<file path="src/sv/stick_to_servo_and_esc_mapper_assert.svh">
// ---------------------------------------------------------------------------
// Assertion macros for the stick to servo and ESC mapper
// Concurrent property wrappers clocked on clk and disabled during rst.
// ---------------------------------------------------------------------------
`ifndef STICK_TO_SERVO_AND_ESC_MAPPER_ASSERT_SVH
`define STICK_TO_SERVO_AND_ESC_MAPPER_ASSERT_SVH

// The consequent must hold in the same cycle as the antecedent.
`define SSEM_ASSERT_SAME(label, ante, cons, msg) \
  label: assert property (@(posedge clk) disable iff (rst) (ante) |-> (cons)) \
    else $error(msg);

// The consequent must hold in the cycle after the antecedent.
`define SSEM_ASSERT_NEXT(label, ante, cons, msg) \
  label: assert property (@(posedge clk) disable iff (rst) (ante) |=> (cons)) \
    else $error(msg);

`endif

</file>
<file path="src/sv/ssem_pkg.sv">
// ---------------------------------------------------------------------------
// Stick to servo and ESC mapper package
// Field widths, register indexes and mapping constants.
// ---------------------------------------------------------------------------
package ssem_pkg;

  // Field widths.
  localparam int STICK_W    = 16;
  localparam int READ_W     = 10;
  localparam int ANGLE_W    = 8;
  localparam int PULSE_W    = 11;
  localparam int CFG_IDX_W  = 1;
  localparam int CFG_DATA_W = 10;

  // Configuration register indexes.
  localparam logic [CFG_IDX_W-1:0] REG_DEADZONE = 1'b0;
  localparam logic [CFG_IDX_W-1:0] REG_CENTER   = 1'b1;

  // Register reset values.
  localparam logic [READ_W-1:0] DEADZONE_RESET = 10'd25;
  localparam logic [READ_W-1:0] CENTER_RESET   = 10'd523;

  // Mapping constants.
  localparam logic [READ_W-1:0]  IN_LO    = 10'd350;
  localparam logic [READ_W-1:0]  IN_HI    = 10'd700;
  localparam logic [ANGLE_W-1:0] ANG_LO   = 8'd45;
  localparam logic [ANGLE_W-1:0] ANG_HI   = 8'd135;
  localparam logic [ANGLE_W-1:0] GAS_MAX  = 8'd180;
  localparam logic [ANGLE_W-1:0] GAS_MID  = 8'd90;
  localparam logic [PULSE_W-1:0] PULSE_LO = 11'd1000;
  localparam logic [PULSE_W-1:0] PULSE_HI = 11'd2000;

  // 90/350 = 9/35, 180/350 = 18/35, 1000/90 = 100/9.
  localparam int ANGLE_MUL = 9;
  localparam int GAS_MUL   = 18;
  localparam int PULSE_MUL = 100;

  // Reciprocals for division by 35 and by 9, exact over the operand ranges used.
  localparam int RECIP_SHIFT = 17;
  localparam int RECIP35     = 3745;
  localparam int RECIP9      = 14564;

endpackage

</file>
<file path="src/sv/ssem_ifs.sv">
// ---------------------------------------------------------------------------
// Stick to servo and ESC mapper channels
// Valid/ready channels for the stick packet and the mapped result.
// ---------------------------------------------------------------------------
interface ssem_in_if;
  logic                                      valid;
  logic                                      ready;
  logic signed [ssem_pkg::STICK_W-1:0]       left_vertical;
  logic signed [ssem_pkg::STICK_W-1:0]       right_horizontal;
  logic signed [ssem_pkg::STICK_W-1:0]       right_vertical;

  modport source (output valid, left_vertical, right_horizontal, right_vertical,
                  input ready);
  modport sink   (input valid, left_vertical, right_horizontal, right_vertical,
                  output ready);
endinterface

interface ssem_out_if;
  logic                            valid;
  logic                            ready;
  logic                            accepted;
  logic [ssem_pkg::ANGLE_W-1:0]    pair_angle;
  logic [ssem_pkg::ANGLE_W-1:0]    single_angle;
  logic [ssem_pkg::PULSE_W-1:0]    motor_pulse_us;
  logic                            pair_write;
  logic                            single_write;
  logic                            motor_write;

  modport source (output valid, accepted, pair_angle, single_angle, motor_pulse_us,
                         pair_write, single_write, motor_write,
                  input ready);
  modport sink   (input valid, accepted, pair_angle, single_angle, motor_pulse_us,
                        pair_write, single_write, motor_write,
                  output ready);
endinterface

</file>
<file path="src/sv/stick_to_servo_and_esc_mapper.sv">
// ---------------------------------------------------------------------------
// Stick to servo and ESC mapper
// Turns one packet of three stick readings into two servo angles and an ESC
// pulse width, with change-detect write strobes.
// ---------------------------------------------------------------------------
// Usage:
// Packets enter on the valid/ready channel "packet" and results leave on
// "result"; every packet gives exactly one result, in order. A packet with
// any reading outside 0..1023 gives a result with every field at zero and
// leaves the change-detect history alone.
// The block is a three-register pipeline: an input register, a middle
// register after the dead zone and linear maps (the constant-reciprocal
// multiplies), and the result register after the pulse map and the change
// compare. An accepted packet passes the input, middle and result registers in
// turn; one packet can be taken every clock cycle while packet.ready is high.
// When the receiver holds ready low, the result register keeps its item and
// stages behind it fill; packet.ready falls only once all three are full.
// Synchronous reset empties the pipeline, sets the dead zone to 25 and the
// centre to 523, and sets the last-written history to all ones so that the
// first accepted packet fires every write strobe.
// The configuration port writes a register whenever cfg_we is high; it
// should only be used while no packet is in flight.
// ---------------------------------------------------------------------------
module stick_to_servo_and_esc_mapper (
  input  logic                                clk,
  input  logic                                rst,
  input  logic                                cfg_we,
  input  logic [ssem_pkg::CFG_IDX_W-1:0]      cfg_index,
  input  logic [ssem_pkg::CFG_DATA_W-1:0]     cfg_wdata,
  ssem_in_if.sink                             packet,
  ssem_out_if.source                          result
);

`include "stick_to_servo_and_esc_mapper_assert.svh"

  localparam int RW = ssem_pkg::READ_W;
  localparam int AW = ssem_pkg::ANGLE_W;
  localparam int PW = ssem_pkg::PULSE_W;
  localparam int SW = ssem_pkg::STICK_W;

  // A reading is in range when it is non-negative and fits in ten bits.
  function automatic logic in_range(logic signed [SW-1:0] s);
    return !s[SW-1] && (s[SW-2:RW] == '0);
  endfunction

  // Replace a reading closer to the centre than the dead zone by the centre.
  function automatic logic [RW-1:0] snap(logic [RW-1:0] v, logic [RW-1:0] c,
                                         logic [RW-1:0] dz);
    logic [RW:0]   d;
    logic [RW-1:0] mag;
    d   = {1'b0, v} - {1'b0, c};
    mag = d[RW] ? RW'((RW+1)'(0) - d) : d[RW-1:0];
    return (mag < dz) ? c : v;
  endfunction

  // 350..700 onto 45..135 degrees, clamped.
  function automatic logic [AW-1:0] map_angle(logic [RW-1:0] x);
    logic [RW-2:0] n;
    logic [11:0]   n9;
    logic [23:0]   prod;
    n    = (RW-1)'(x - ssem_pkg::IN_LO);
    n9   = 12'(n) * 12'(ssem_pkg::ANGLE_MUL);
    prod = 24'(n9) * 24'(ssem_pkg::RECIP35);
    if (x <= ssem_pkg::IN_LO) begin
      return ssem_pkg::ANG_LO;
    end else if (x >= ssem_pkg::IN_HI) begin
      return ssem_pkg::ANG_HI;
    end
    return ssem_pkg::ANG_LO + AW'(prod[23:ssem_pkg::RECIP_SHIFT]);
  endfunction

  // 350..700 onto a 0..180 throttle, clamped.
  function automatic logic [AW-1:0] map_gas(logic [RW-1:0] x);
    logic [RW-2:0] n;
    logic [12:0]   n18;
    logic [25:0]   prod;
    n    = (RW-1)'(x - ssem_pkg::IN_LO);
    n18  = 13'(n) * 13'(ssem_pkg::GAS_MUL);
    prod = 26'(n18) * 26'(ssem_pkg::RECIP35);
    if (x <= ssem_pkg::IN_LO) begin
      return '0;
    end else if (x >= ssem_pkg::IN_HI) begin
      return ssem_pkg::GAS_MAX;
    end
    return AW'(prod[25:ssem_pkg::RECIP_SHIFT]);
  endfunction

  // Throttle above the midpoint maps 90..180 onto 1000..2000 us.
  function automatic logic [PW-1:0] map_pulse(logic [AW-1:0] gas);
    logic [6:0]  d;
    logic [13:0] m;
    logic [27:0] prod;
    d    = 7'(gas - ssem_pkg::GAS_MID);
    m    = 14'(d) * 14'(ssem_pkg::PULSE_MUL);
    prod = 28'(m) * 28'(ssem_pkg::RECIP9);
    if (gas <= ssem_pkg::GAS_MID) begin
      return ssem_pkg::PULSE_LO;
    end
    return ssem_pkg::PULSE_LO + PW'(prod[27:ssem_pkg::RECIP_SHIFT]);
  endfunction

  // Configuration registers.
  logic [RW-1:0] deadzone_width;
  logic [RW-1:0] stick_center;

  // Change-detect history.
  logic [AW-1:0] last_pair_angle;
  logic [AW-1:0] last_single_angle;
  logic [PW-1:0] last_motor_pulse;

  // Input register.
  logic                 in_valid;
  logic signed [SW-1:0] in_lv;
  logic signed [SW-1:0] in_rh;
  logic signed [SW-1:0] in_rv;

  // Middle register.
  logic          mid_valid;
  logic          mid_acc;
  logic [AW-1:0] mid_pair;
  logic [AW-1:0] mid_single;
  logic [AW-1:0] mid_gas;

  // Result register.
  logic          out_valid;
  logic          out_acc;
  logic [AW-1:0] out_pair;
  logic [AW-1:0] out_single;
  logic [PW-1:0] out_pulse;
  logic          out_pair_wr;
  logic          out_single_wr;
  logic          out_motor_wr;

  // Pipeline flow: each stage may load when it is empty or the stage after it
  // is loading.
  logic out_load;
  logic mid_load;
  logic in_load;

  assign out_load     = !out_valid || result.ready;
  assign mid_load     = !mid_valid || out_load;
  assign in_load      = !in_valid || mid_load;
  assign packet.ready = in_load;

  // First half of the work: range check, dead zone and the linear maps.
  logic          s1_acc;
  logic [RW-1:0] s1_lv;
  logic [RW-1:0] s1_rh;
  logic [RW-1:0] s1_rv;

  always_comb begin
    s1_acc = in_range(in_lv) && in_range(in_rh) && in_range(in_rv);
    s1_lv  = snap(in_lv[RW-1:0], stick_center, deadzone_width);
    s1_rh  = snap(in_rh[RW-1:0], stick_center, deadzone_width);
    s1_rv  = snap(in_rv[RW-1:0], stick_center, deadzone_width);
  end

  // Second half: pulse map and comparison with the last values written.
  // A rejected packet gives an all-zero result.
  logic [PW-1:0] s2_pulse;
  logic          s2_pair_wr;
  logic          s2_single_wr;
  logic          s2_motor_wr;

  always_comb begin
    s2_pulse     = map_pulse(mid_gas);
    s2_pair_wr   = mid_acc && (mid_pair != last_pair_angle);
    s2_single_wr = mid_acc && (mid_single != last_single_angle);
    s2_motor_wr  = mid_acc && (s2_pulse != last_motor_pulse);
  end

  always_ff @(posedge clk) begin
    if (rst) begin
      deadzone_width <= ssem_pkg::DEADZONE_RESET;
      stick_center   <= ssem_pkg::CENTER_RESET;
    end else if (cfg_we) begin
      unique case (cfg_index)
        ssem_pkg::REG_DEADZONE: deadzone_width <= cfg_wdata[RW-1:0];
        ssem_pkg::REG_CENTER:   stick_center   <= cfg_wdata[RW-1:0];
      endcase
    end
  end

  always_ff @(posedge clk) begin
    if (rst) begin
      in_valid          <= 1'b0;
      mid_valid         <= 1'b0;
      out_valid         <= 1'b0;
      last_pair_angle   <= '1;
      last_single_angle <= '1;
      last_motor_pulse  <= '1;
    end else begin
      if (in_load) begin
        in_valid <= packet.valid;
      end
      if (mid_load) begin
        mid_valid <= in_valid;
      end
      if (out_load) begin
        out_valid <= mid_valid;
      end
      // The history only moves when an accepted item enters the result register.
      if (out_load && mid_valid && mid_acc) begin
        last_pair_angle   <= mid_pair;
        last_single_angle <= mid_single;
        last_motor_pulse  <= s2_pulse;
      end
    end
  end

  always_ff @(posedge clk) begin
    if (in_load && packet.valid) begin
      in_lv <= packet.left_vertical;
      in_rh <= packet.right_horizontal;
      in_rv <= packet.right_vertical;
    end
    if (mid_load && in_valid) begin
      mid_acc    <= s1_acc;
      mid_pair   <= s1_acc ? map_angle(s1_lv) : '0;
      mid_single <= s1_acc ? map_angle(s1_rh) : '0;
      mid_gas    <= map_gas(s1_rv);
    end
    if (out_load && mid_valid) begin
      out_acc       <= mid_acc;
      out_pair      <= mid_pair;
      out_single    <= mid_single;
      out_pulse     <= mid_acc ? s2_pulse : '0;
      out_pair_wr   <= s2_pair_wr;
      out_single_wr <= s2_single_wr;
      out_motor_wr  <= s2_motor_wr;
    end
  end

  assign result.valid          = out_valid;
  assign result.accepted       = out_acc;
  assign result.pair_angle     = out_pair;
  assign result.single_angle   = out_single;
  assign result.motor_pulse_us = out_pulse;
  assign result.pair_write     = out_pair_wr;
  assign result.single_write   = out_single_wr;
  assign result.motor_write    = out_motor_wr;

  // A rejected packet never asks for a servo or ESC write.
  `SSEM_ASSERT_SAME(a_reject_no_write, result.valid && !result.accepted, !result.pair_write && !result.single_write && !result.motor_write, "write strobe on a rejected packet")

  // Accepted results lie inside the clamped spans.
  `SSEM_ASSERT_SAME(a_span, result.valid && result.accepted, (result.pair_angle >= ssem_pkg::ANG_LO) && (result.pair_angle <= ssem_pkg::ANG_HI) && (result.single_angle >= ssem_pkg::ANG_LO) && (result.single_angle <= ssem_pkg::ANG_HI) && (result.motor_pulse_us >= ssem_pkg::PULSE_LO) && (result.motor_pulse_us <= ssem_pkg::PULSE_HI), "accepted result outside its span")

  // The history follows the accepted item just loaded into the result register.
  `SSEM_ASSERT_NEXT(a_history, out_load && mid_valid && mid_acc, (last_pair_angle == result.pair_angle) && (last_single_angle == result.single_angle) && (last_motor_pulse == result.motor_pulse_us), "history out of step with result")

  // An empty result register never stalls the input.
  `SSEM_ASSERT_SAME(a_empty_ready, !result.valid, packet.ready, "input stalled with empty result register")

endmodule
</file>
<file path="src/flat_wrapper.sv">
// flat-port wrapper written by rule: the top's interface ports become plain ports
module stick_to_servo_and_esc_mapper_flat 
  (clk, rst, cfg_we, cfg_index, cfg_wdata, packet_valid, packet_left_vertical, packet_right_horizontal, packet_right_vertical, packet_ready, result_valid, result_accepted, result_pair_angle, result_single_angle, result_motor_pulse_us, result_pair_write, result_single_write, result_motor_write, result_ready);
  ssem_in_if packet_i ();
  ssem_out_if result_i ();
  input  logic clk;
  input  logic rst;
  input  logic cfg_we;
  input  logic [ssem_pkg::CFG_IDX_W-1:0] cfg_index;
  input  logic [ssem_pkg::CFG_DATA_W-1:0] cfg_wdata;
  input wire logic [$bits(packet_i.valid)-1:0] packet_valid;
  input wire logic [$bits(packet_i.left_vertical)-1:0] packet_left_vertical;
  input wire logic [$bits(packet_i.right_horizontal)-1:0] packet_right_horizontal;
  input wire logic [$bits(packet_i.right_vertical)-1:0] packet_right_vertical;
  output wire logic [$bits(packet_i.ready)-1:0] packet_ready;
  output wire logic [$bits(result_i.valid)-1:0] result_valid;
  output wire logic [$bits(result_i.accepted)-1:0] result_accepted;
  output wire logic [$bits(result_i.pair_angle)-1:0] result_pair_angle;
  output wire logic [$bits(result_i.single_angle)-1:0] result_single_angle;
  output wire logic [$bits(result_i.motor_pulse_us)-1:0] result_motor_pulse_us;
  output wire logic [$bits(result_i.pair_write)-1:0] result_pair_write;
  output wire logic [$bits(result_i.single_write)-1:0] result_single_write;
  output wire logic [$bits(result_i.motor_write)-1:0] result_motor_write;
  input wire logic [$bits(result_i.ready)-1:0] result_ready;
  assign packet_i.valid = packet_valid;
  assign packet_i.left_vertical = packet_left_vertical;
  assign packet_i.right_horizontal = packet_right_horizontal;
  assign packet_i.right_vertical = packet_right_vertical;
  assign packet_ready = packet_i.ready;
  assign result_valid = result_i.valid;
  assign result_accepted = result_i.accepted;
  assign result_pair_angle = result_i.pair_angle;
  assign result_single_angle = result_i.single_angle;
  assign result_motor_pulse_us = result_i.motor_pulse_us;
  assign result_pair_write = result_i.pair_write;
  assign result_single_write = result_i.single_write;
  assign result_motor_write = result_i.motor_write;
  assign result_i.ready = result_ready;
  stick_to_servo_and_esc_mapper u_core (.clk(clk), .rst(rst), .cfg_we(cfg_we), .cfg_index(cfg_index), .cfg_wdata(cfg_wdata), .packet(packet_i), .result(result_i));
endmodule
</file>
<file path="config.mk">
export PLATFORM = sky130hd
export DESIGN_NAME = stick_to_servo_and_esc_mapper_flat
export DESIGN_NICKNAME = d
export VERILOG_FILES = /design/src/sv/ssem_pkg.sv /design/src/sv/ssem_ifs.sv /design/src/sv/stick_to_servo_and_esc_mapper.sv /design/src/flat_wrapper.sv
export VERILOG_INCLUDE_DIRS = /design/src /design/src/sv
export SDC_FILE = /design/constraint.sdc
export NUM_CORES = 1
export LEC_CHECK = 0
export BUFFER_PORTS_ARGS = -buffer_cell sky130_fd_sc_hd__buf_2
export CAP_MARGIN = 40
export CELL_PAD_IN_SITES_DETAIL_PLACEMENT = 1
export CELL_PAD_IN_SITES_GLOBAL_PLACEMENT = 1
export CORE_MARGIN = 2
export CORE_UTILIZATION = 50
export DETAILED_ROUTE_END_ITERATION = 8
export PLACE_DENSITY = 0.79
export REMOVE_ABC_BUFFERS = 1
export SLEW_MARGIN = 20
export SYNTH_ARGS = -nofsm -noshare
export SYNTH_HDL_FRONTEND = slang
export SYNTH_SLANG_ARGS = --single-unit
</file>
<file path="constraint.sdc">
create_clock -name clk -period 13.15 [get_ports clk]
set_clock_uncertainty 0.1 [all_clocks]
set_input_delay 3.945 -clock clk [delete_from_list [all_inputs] [get_ports clk]]
set_output_delay 3.945 -clock clk [all_outputs]
set_load 0.02 [all_outputs]
</file>
==> results of run 1 <==
## metal layers
layer	up-vias	routed length, um	part of all wire [%]
met5	-	0	0
met4	0	1345	2.9
met3	91	1339	2.9
met2	223	23610	51
met1	6972	20430	44
li1	6872	-	-
## synth_stat cells (15+ instances only)
cell type / n
xnor2_1: 124
a21oi_1: 114
a21o_1: 34
nand2_1: 148
nor2_1: 71
ha_1: 388
o21ai_0: 51
dfxtp_1: 50
nand4_1: 15
a21boi_0: 16
mux2i_1: 25
nor2b_1: 28
nand3_1: 48
edfxtp_1: 104
clkbuf_1: 25
fa_1: 100
o21a_1: 22
o211ai_1: 18
xor2_1: 69
o21bai_1: 18
inv_1: 253
## sequential cells by signal, summed over array words and instances (netlist names), 10 cells and up
| signal | flops |
|---|---|
| u_core.stick_center | 10 |
| u_core.in_rh | 16 |
| u_core.deadzone_width | 10 |
| u_core.result.motor_pulse_us | 11 |
| u_core.in_lv | 16 |
| u_core.in_rv | 16 |
| u_core.last_motor_pulse | 11 |
## worst max-delay path: cells and delay by family, from the launching register on
| family | cells | cell delay [ns] |
|---|---|---|
| DFF | 1 | 0.60 |
| xor gates and xnor gates | 4 | 1.20 |
| and+or+nand+nor | 4 | 0.66 |
| muxes | 1 | 0.46 |
| adders and majority gates | 12 | 4.33 |
| AOI/OAI and AO/OA | 17 | 3.61 |
| buffers and inverters | 6 | 1.05 |
## worst max path at each step
stage	slack [ns]	cells after the start	to	from
CTS	0.41	47	u_core.mid_single[6]	u_core.stick_center[2]
detailed placement	0.48	47	u_core.mid_single[6]	u_core.stick_center[2]
global route	0.004	49	u_core.mid_pair[6]	u_core.stick_center[2]
floorplan	1.78	44	u_core.mid_gas[7]	u_core.stick_center[0]
finish	0.87	44	u_core.mid_gas[6]	u_core.stick_center[1]
global placement	1.04	47	u_core.mid_single[6]	u_core.stick_center[2]
## cell type report
cell class,instances,area [um2]
multi-input combinational,1475,13260
tap,468,585.6
inverter,253,949.7
timing repair buffer,122,691.9
clock buffer,17,425.4
sequential,154,4124
fill,4163,16240
clock inverter,15,156.4
## cell families (layout without fill, tap and decap cells)
logic type,after synthesis,after routing
compound gates,353,353
xor+xnor,197,197
fa+ha+maj,492,492
buf+inv,281,407
flops,154,154
mux,29,29
simple gates,404,404
## metrics by stage
stage               cells  instance area [um2]  worst slack [ns]  util (%)
floorplan            1882                18300             1.777         -
global placement     2460                19490             1.037     53.49
detailed placement   2464                19540            0.4833     53.63
CTS                  2496                20120            0.4066     55.22
global route         2504                20200          0.004227     55.43
finish               2504                20200            0.8733     55.43
## what timing repair did
action | CTS | global route
endpoints found under the hold margin | 0 | 0
setup buffers | 0 | 7
setup endpoints to repair | 0 | 14
gates resized for setup | 0 | 5
==> impl_metrics.toml, run 1 <==
[clock_network]
h-tree-depth = 4
clock-root-buffer = "clkbuf_16"
clk_pin_slew_ns = 0.07
cts.sinks = 154
cts_buffer_depth = 2
cts_tree = "done"
clk_latency_ns = 0.45
postCtsHoldBufs = 0
numCtsBuffers = 17

[sta]
relSlewSlack_pct = 42.07
hold-worst-slack_ns = 0.3572
min_period_ns = 12.28
hold_viol = 0
fmax_mhz = 81.45
rsz0062_at_grt = "no"
tns_ns = 0
finalCritPeriodShare_pct = 93.36
worstMarginPinSlew_ns = 0.8672
setup-violations-final = 0
slew_viol_final = 0

[logic_synthesis]
synth_top_family_by_area = "adder cells"
synth.area.top_cells = "ha_1, edfxtp_1, fa_1, xnor2_1, dfxtp_1"
synth_compound_area_share_pct = 12.72
ys_types = 72
synth_area_per_cell_um2 = 9.639
synth_edf_count = 104
synthMuxAreaShare_pct = 1.604
synth_xor_area_share_pct = 9.535
synthAdderAreaFrac_pct = 37.46
async_flop_share_pct = 0
synth_top_area_cell = "ha_1"
yosysWarnings = 0
synth_cells = 1910
yosys.area.top_type_share_pct = 26.37
synth_area_mm2 = 0.01841
synth_seq_area_share_pct = 22.40
synth_simple_gate_area_share_pct = 10.53
ys_ff_latch = 154
synthFlopType = "edfxtp_1"

[global_routing]
grt_use_met2_pct = 46.04
top_usage_layer = "met2"
grtUsageMet1_pct = 30.35
met3_usage_pct = 3.335
grt_use_total_pct = 25.19
first_global_vias = 15707
grt_start_max_net_pins = 49
antenna_found_initial = 0
grt-ovfl-total = 0
grt_pass1_wl_mm = 77.55

[floorplanning]
rows = 70
die_area_mm2 = 0.03837
dieWidth_um = 195.9
core-area_mm2 = 0.03643
die_h_um = 195.9
ios = 97
initial_core_util_pct = 50.53

[status]
outcome = "finished clean"

[setup_path]
critical_path.most_common_cell = "ha_1"
reg2reg_to = "u_core.mid_gas[6]"
max_stage_delay_ns = 0.60
cp-end-kind = "register"
crit_fanout = 13
r2r_cells = 44
r2r_slack_ns = 0.87
critical_path_required_ns = 13.24
worst-endpoint-arrival_ns = 12.37
r2r-start = "u_core.stick_center[1]"
crit_type = "reg2reg"
start_kind = "register"
cp_slowest_cell = "dfxtp_1"

[detailed_routing]
drtPass1Iterations = 4
drtIter0Drc = 438
vias_per_cell = 5.654
routedWlPerCell_um = 18.66
via_count = 14158
postRouteAntennaNets = 0
drc = 0
wl_mm = 46.73

[placed_design]
gp_congestion = 0.8389
hpwl_mm = 38.77
portBuffers = 96

[final_layout]
final_nets = 2575
drive_above_1_share_pct = 9.283
syn2layout_area_growth_pct = 9.705
final_common_cell = "ha_1"
final_cell_mix = "ha_1, inv_1, nand2_1"
diodes = 0

[worst_hold_path]
hp-start = "u_core.deadzone_width[5]"
whs_path_depth = 2
holdPathEnd = "u_core.deadzone_width[5]"
hold_class = "reg2reg"

[job]
cap_violations = 0
Power of run 1 is not shown: default switching activity piles up to over one toggle a cycle in this logic, so the estimate is an artifact.
==> run 2: changes to the inputs <==
- PLACE_DENSITY: 0.79 -> not set
- PLACE_DENSITY_LB_ADDON: not set -> 0.1
==> run 2 against run 1 <==
- clock-buffer cell count increased by 1
- worst hold slack worse by 0.0023 ns
- first-iteration DRC count down 21%
- die area unchanged
- critical path type unchanged
- critical endpoint is now u_core.mid_single[6]
- largest cell class unchanged
==> impl_metrics.toml, run 2 (synthesis results as in run 1) <==
[sta]
slew_viol_final = 0
rsz0062_at_grt = "no"
tns_ns = 0
fmax_mhz = 81.87
setup-violations-final = 0
worstMarginPinSlew_ns = 0.7872
min_period_ns = 12.21
finalCritPeriodShare_pct = 92.89
relSlewSlack_pct = 47.14
hold_viol = 0
setup_slack_ns = 0.9353

[setup_path]
critical_path_required_ns = 13.34
start_kind = "register"
worst-endpoint-arrival_ns = 12.40
max_stage_delay_ns = 0.58
cp_slowest_cell = "dfxtp_1"
cp-end-kind = "register"
critical_path.most_common_cell = "ha_1"
crit_type = "reg2reg"
crit_fanout = 16

[clock_network]
cts_buffer_depth = 2
postCtsHoldBufs = 0
h-tree-depth = 4
clock-root-buffer = "clkbuf_16"
cts_tree = "done"
clk_latency_ns = 0.46
numCtsBuffers = 17
clk_pin_slew_ns = 0.07
cts.sinks = 154

[global_routing]
grt-ovfl-total = 0
grt_use_total_pct = 25.22
grt_pass1_wl_mm = 76.94
antenna_found_initial = 0
grt_start_max_net_pins = 49
first_global_vias = 15596

[floorplanning]
die_area_mm2 = 0.03837
dieWidth_um = 195.9
ios = 97
core-area_mm2 = 0.03643
rows = 70
initial_core_util_pct = 50.53
die_h_um = 195.9

[placed_design]
hpwl_mm = 38.73
placed_cells = 2471
portBuffers = 96
place_area_mm2 = 0.01959
dpl_worst_slack_ns = 0.5427
gp_congestion = 0.8422

[detailed_routing]
drtIter0Drc = 345
vias_per_cell = 5.635
routedWlPerCell_um = 18.46
postRouteAntennaNets = 0
wl_mm = 46.35
via_count = 14149
drtPass1Iterations = 4
drc = 0

[final_layout]
layoutNonFillerInstCount = 2511
final_cell_mix = "ha_1, inv_1, nand2_1"
final_common_cell = "ha_1"
num-fill-cells = 4150
drive_above_1_share_pct = 9.594
diodes = 0
final_nets = 2582
syn2layout_area_growth_pct = 10.04
reg_top3 = "u_core.in_lv (16), u_core.in_rh (16), u_core.in_rv (16)"
final_area_mm2 = 0.02026

[worst_hold_path]
hold_class = "reg2reg"

[status]
outcome = "finished clean"

[job]
cap_violations = 0
## run 2: cell types whose count changed in the layout (fill, tap and decap cells not counted), moves of 2 or more
cell and change:
buf_4 +8, clkinv_4 +2, clkinvlp_4 +2, inv_6 -3, inv_8 -3
## run 2: per-stage QoR
| stage | hold slack, ns | utilization, % |
|---|---|---|
| floorplan | 0.3303 | - |
| finish | 0.3549 | 55.60 |
| global placement | 0.3435 | 53.70 |
| global route | 0.3931 | 55.60 |
| CTS | 0.3566 | 55.36 |
| detailed placement | 0.3479 | 53.78 |
## run 2: what timing repair did
action | CTS | global route
endpoints found under the setup margin | 0 | 17
resized for setup | 0 | 6
buffers inserted | 0 | 7
## run 2: routing by layer
metal,track usage [%],up-vias,share of wire [%]
met4,9.063,0,2.9
met3,3.507,86,2.8
li1,-,6885,-
met2,45.95,218,50
met5,0,-,0
met1,30.30,6960,44
## run 2: area by class of cell
class,instances,area (um2),share of cell area [%]
Clock buffer,18,429.2,2.118
Tap cell,468,585.6,2.890
Sequential cell,154,4124,20.36
Multi-Input combinational cell,1475,13280,65.56
Inverter,253,949.7,4.688
Clock inverter,14,147.6,0.7288
Timing Repair Buffer,129,740.7,3.656
## run 2: path summary, 6_finish.rpt
kind | start | end | slack [ns] | depth (start not counted)
max | u_core.stick_center[2] | u_core.mid_single[6] | 0.94 | 47
min | u_core.deadzone_width[8] | u_core.deadzone_width[8] | 0.35 | 2
max reg2reg | u_core.stick_center[2] | u_core.mid_single[6] | 0.94 | 47
min reg2reg | u_core.deadzone_width[8] | u_core.deadzone_width[8] | 0.35 | 2
## run 2: worst max-delay path, delay by kind of cell, from the launching register on
family / cells / cell delay [ns]
AND/OR/NAND/NOR: 6 / 1.19
buffers and inverters: 5 / 0.76
flip-flops: 1 / 0.58
XOR/XNOR: 5 / 1.26
multiplexers: 1 / 0.49
AO/OA/AOI/OAI: 18 / 3.75
adder cells (fa/ha/maj): 12 / 3.86
Power of run 2 is left out for the same reason.
==> run 3: changes to the inputs <==
- GPL_TIMING_DRIVEN: not set -> 0
==> run 3 against run 2 <==
- register-to-register slack lost 0.15 ns
- routed wire length shrank 3.0%
- fmax shrank 1.2%
- final area shrank 0.12%
- global-route usage shrank 0.80 points
- sequential share of layout area is essentially flat
- setup slack lost 0.15 ns
- first-iteration DRC count grew 14%
- largest cell class unchanged
- highest routed layer unchanged
==> impl_metrics.toml, run 3 (synthesis results as in run 1) <==
[setup_path]
crit_fanout = 7
worst-endpoint-arrival_ns = 12.55
reg2reg_to = "u_core.mid_single[6]"
crit_family = "adder cells"
critical_path.most_common_cell = "ha_1"
cp-end-kind = "register"
cp_slowest_cell = "dfxtp_1"
critical_path_required_ns = 13.33
max_stage_delay_ns = 0.67
start_kind = "register"
worstSetupStartpoint = "u_core.stick_center[1]"
crit_buf_inv = 6
r2r_slack_ns = 0.79
r2r-start = "u_core.stick_center[1]"
crit_type = "reg2reg"
r2r_cells = 46

[global_routing]
grt_use_total_pct = 24.42
first_global_vias = 15308
antenna_found_initial = 0
grt-ovfl-total = 0
grt_pass1_wl_mm = 75.18
grt_start_max_net_pins = 34

[final_layout]
final_nets = 2568
layoutNonFillerInstCount = 2497
diodes = 0
num-fill-cells = 4140
final_cell_mix = "ha_1, inv_1, nand2_1"
syn2layout_area_growth_pct = 9.909
final_common_cell = "ha_1"
drive_above_1_share_pct = 9.315
reg_top3 = "u_core.in_lv (16), u_core.in_rh (16), u_core.in_rv (16)"
utilization_pct = 55.54

[sta]
hold_viol = 0
fmax_mhz = 80.88
slew_viol_final = 0
min_period_ns = 12.36
setup-violations-final = 0
finalCritPeriodShare_pct = 94.02
relSlewSlack_pct = 44.01
rsz0062_at_grt = "no"
worstMarginPinSlew_ns = 0.8381

[floorplanning]
dieWidth_um = 195.9
die_h_um = 195.9
core-area_mm2 = 0.03643
rows = 70
ios = 97
die_area_mm2 = 0.03837
initial_core_util_pct = 50.53

[status]
outcome = "finished clean"

[clock_network]
postCtsHoldBufs = 0
h-tree-depth = 4
numCtsBuffers = 17
clk_pin_slew_ns = 0.07
clock-root-buffer = "clkbuf_16"
clk_latency_ns = 0.45
cts_tree = "done"
cts_buffer_depth = 2
cts.sinks = 154

[detailed_routing]
via_count = 13920
vias_per_cell = 5.575
drtPass1Iterations = 4
routedWlPerCell_um = 18.00
wl_mm = 44.94
drtIter0Drc = 394
drc = 0
postRouteAntennaNets = 0

[worst_hold_path]
whs_path_depth = 2
holdPathEnd = "u_core.deadzone_width[5]"
hp-start = "u_core.deadzone_width[5]"
hold_class = "reg2reg"

[placed_design]
gp_congestion = 0.8386
portBuffers = 96
hpwl_mm = 37.94
placed_cells = 2460

[job]
cap_violations = 0
-- run 3: cell types whose count changed in the layout (fill, tap and decap cells not counted), sizes merged --
cell      delta
inv          -1
buf         -14
clkinvlp     -1
clkbuf       +3
bufinv       -1
-- run 3: worst register-to-register path, delay by kind of cell (launching register included) --
kind	cells	cell delay (ns)
muxes	1	0.40
and+or+nand+nor	10	2.00
DFF	1	0.67
AOI/OAI and AO/OA	12	2.65
buffers and inverters	6	1.04
xor gates and xnor gates	5	1.30
adders and majority gates	12	4.04
-- run 3: timing repair --
item | CTS | global route
cloned | 0 | 0
buffers inserted | 0 | 4
pin swaps | 0 | 1
gates resized for setup | 2 | 11
endpoints found under the setup margin | 2 | 20
endpoints found under the hold margin | 0 | 0
-- run 3: worst max-delay path by stage --
stage                                end  slack [ns]  cells after the start
floorplan              u_core.mid_gas[7]        1.78                     44
global placement       u_core.mid_gas[7]        -0.1                     43
detailed placement  u_core.mid_single[6]       -0.09                     47
CTS                    u_core.mid_gas[7]        0.11                     44
global route           u_core.mid_gas[6]        0.03                     44
finish              u_core.mid_single[6]        0.79                     46
-- run 3: layout make-up --
class	count	area, um2	area share [%]
Clock buffer	21	450.4	2.226
Clock inverter	11	97.59	0.4823
Inverter	253	949.7	4.693
Multi-Input combinational cell	1475	13320	65.83
Sequential cell	154	4126	20.39
Tap cell	468	585.6	2.894
Timing Repair Buffer	115	704.4	3.481
-- run 3: routing by layer --
layer  global-route usage, %  vias to the layer above  wire length (um)
met4                   5.724                        0               748
met3                   2.785                       50               923
met1                   29.57                     6855             19840
li1                        -                     6866                 -
met5                       0                        -                 0
met2                   46.09                      149             23420
-- run 3: stage by stage --
stage / cell area (um2) / setup TNS [ns] / hold slack [ns] / setup slack, ns
finish: 20230 / 0 / 0.3554 / 0.7864
global route: 20230 / 0 / 0.3869 / 0.03118
CTS: 20140 / 0 / 0.3559 / 0.1091
detailed placement: 19590 / -0.09080 / 0.3470 / -0.09080
global placement: 19370 / -0.1475 / 0.3442 / -0.09927
floorplan: 18300 / 0 / 0.3303 / 1.777
Power of run 3 is left out for the same reason.
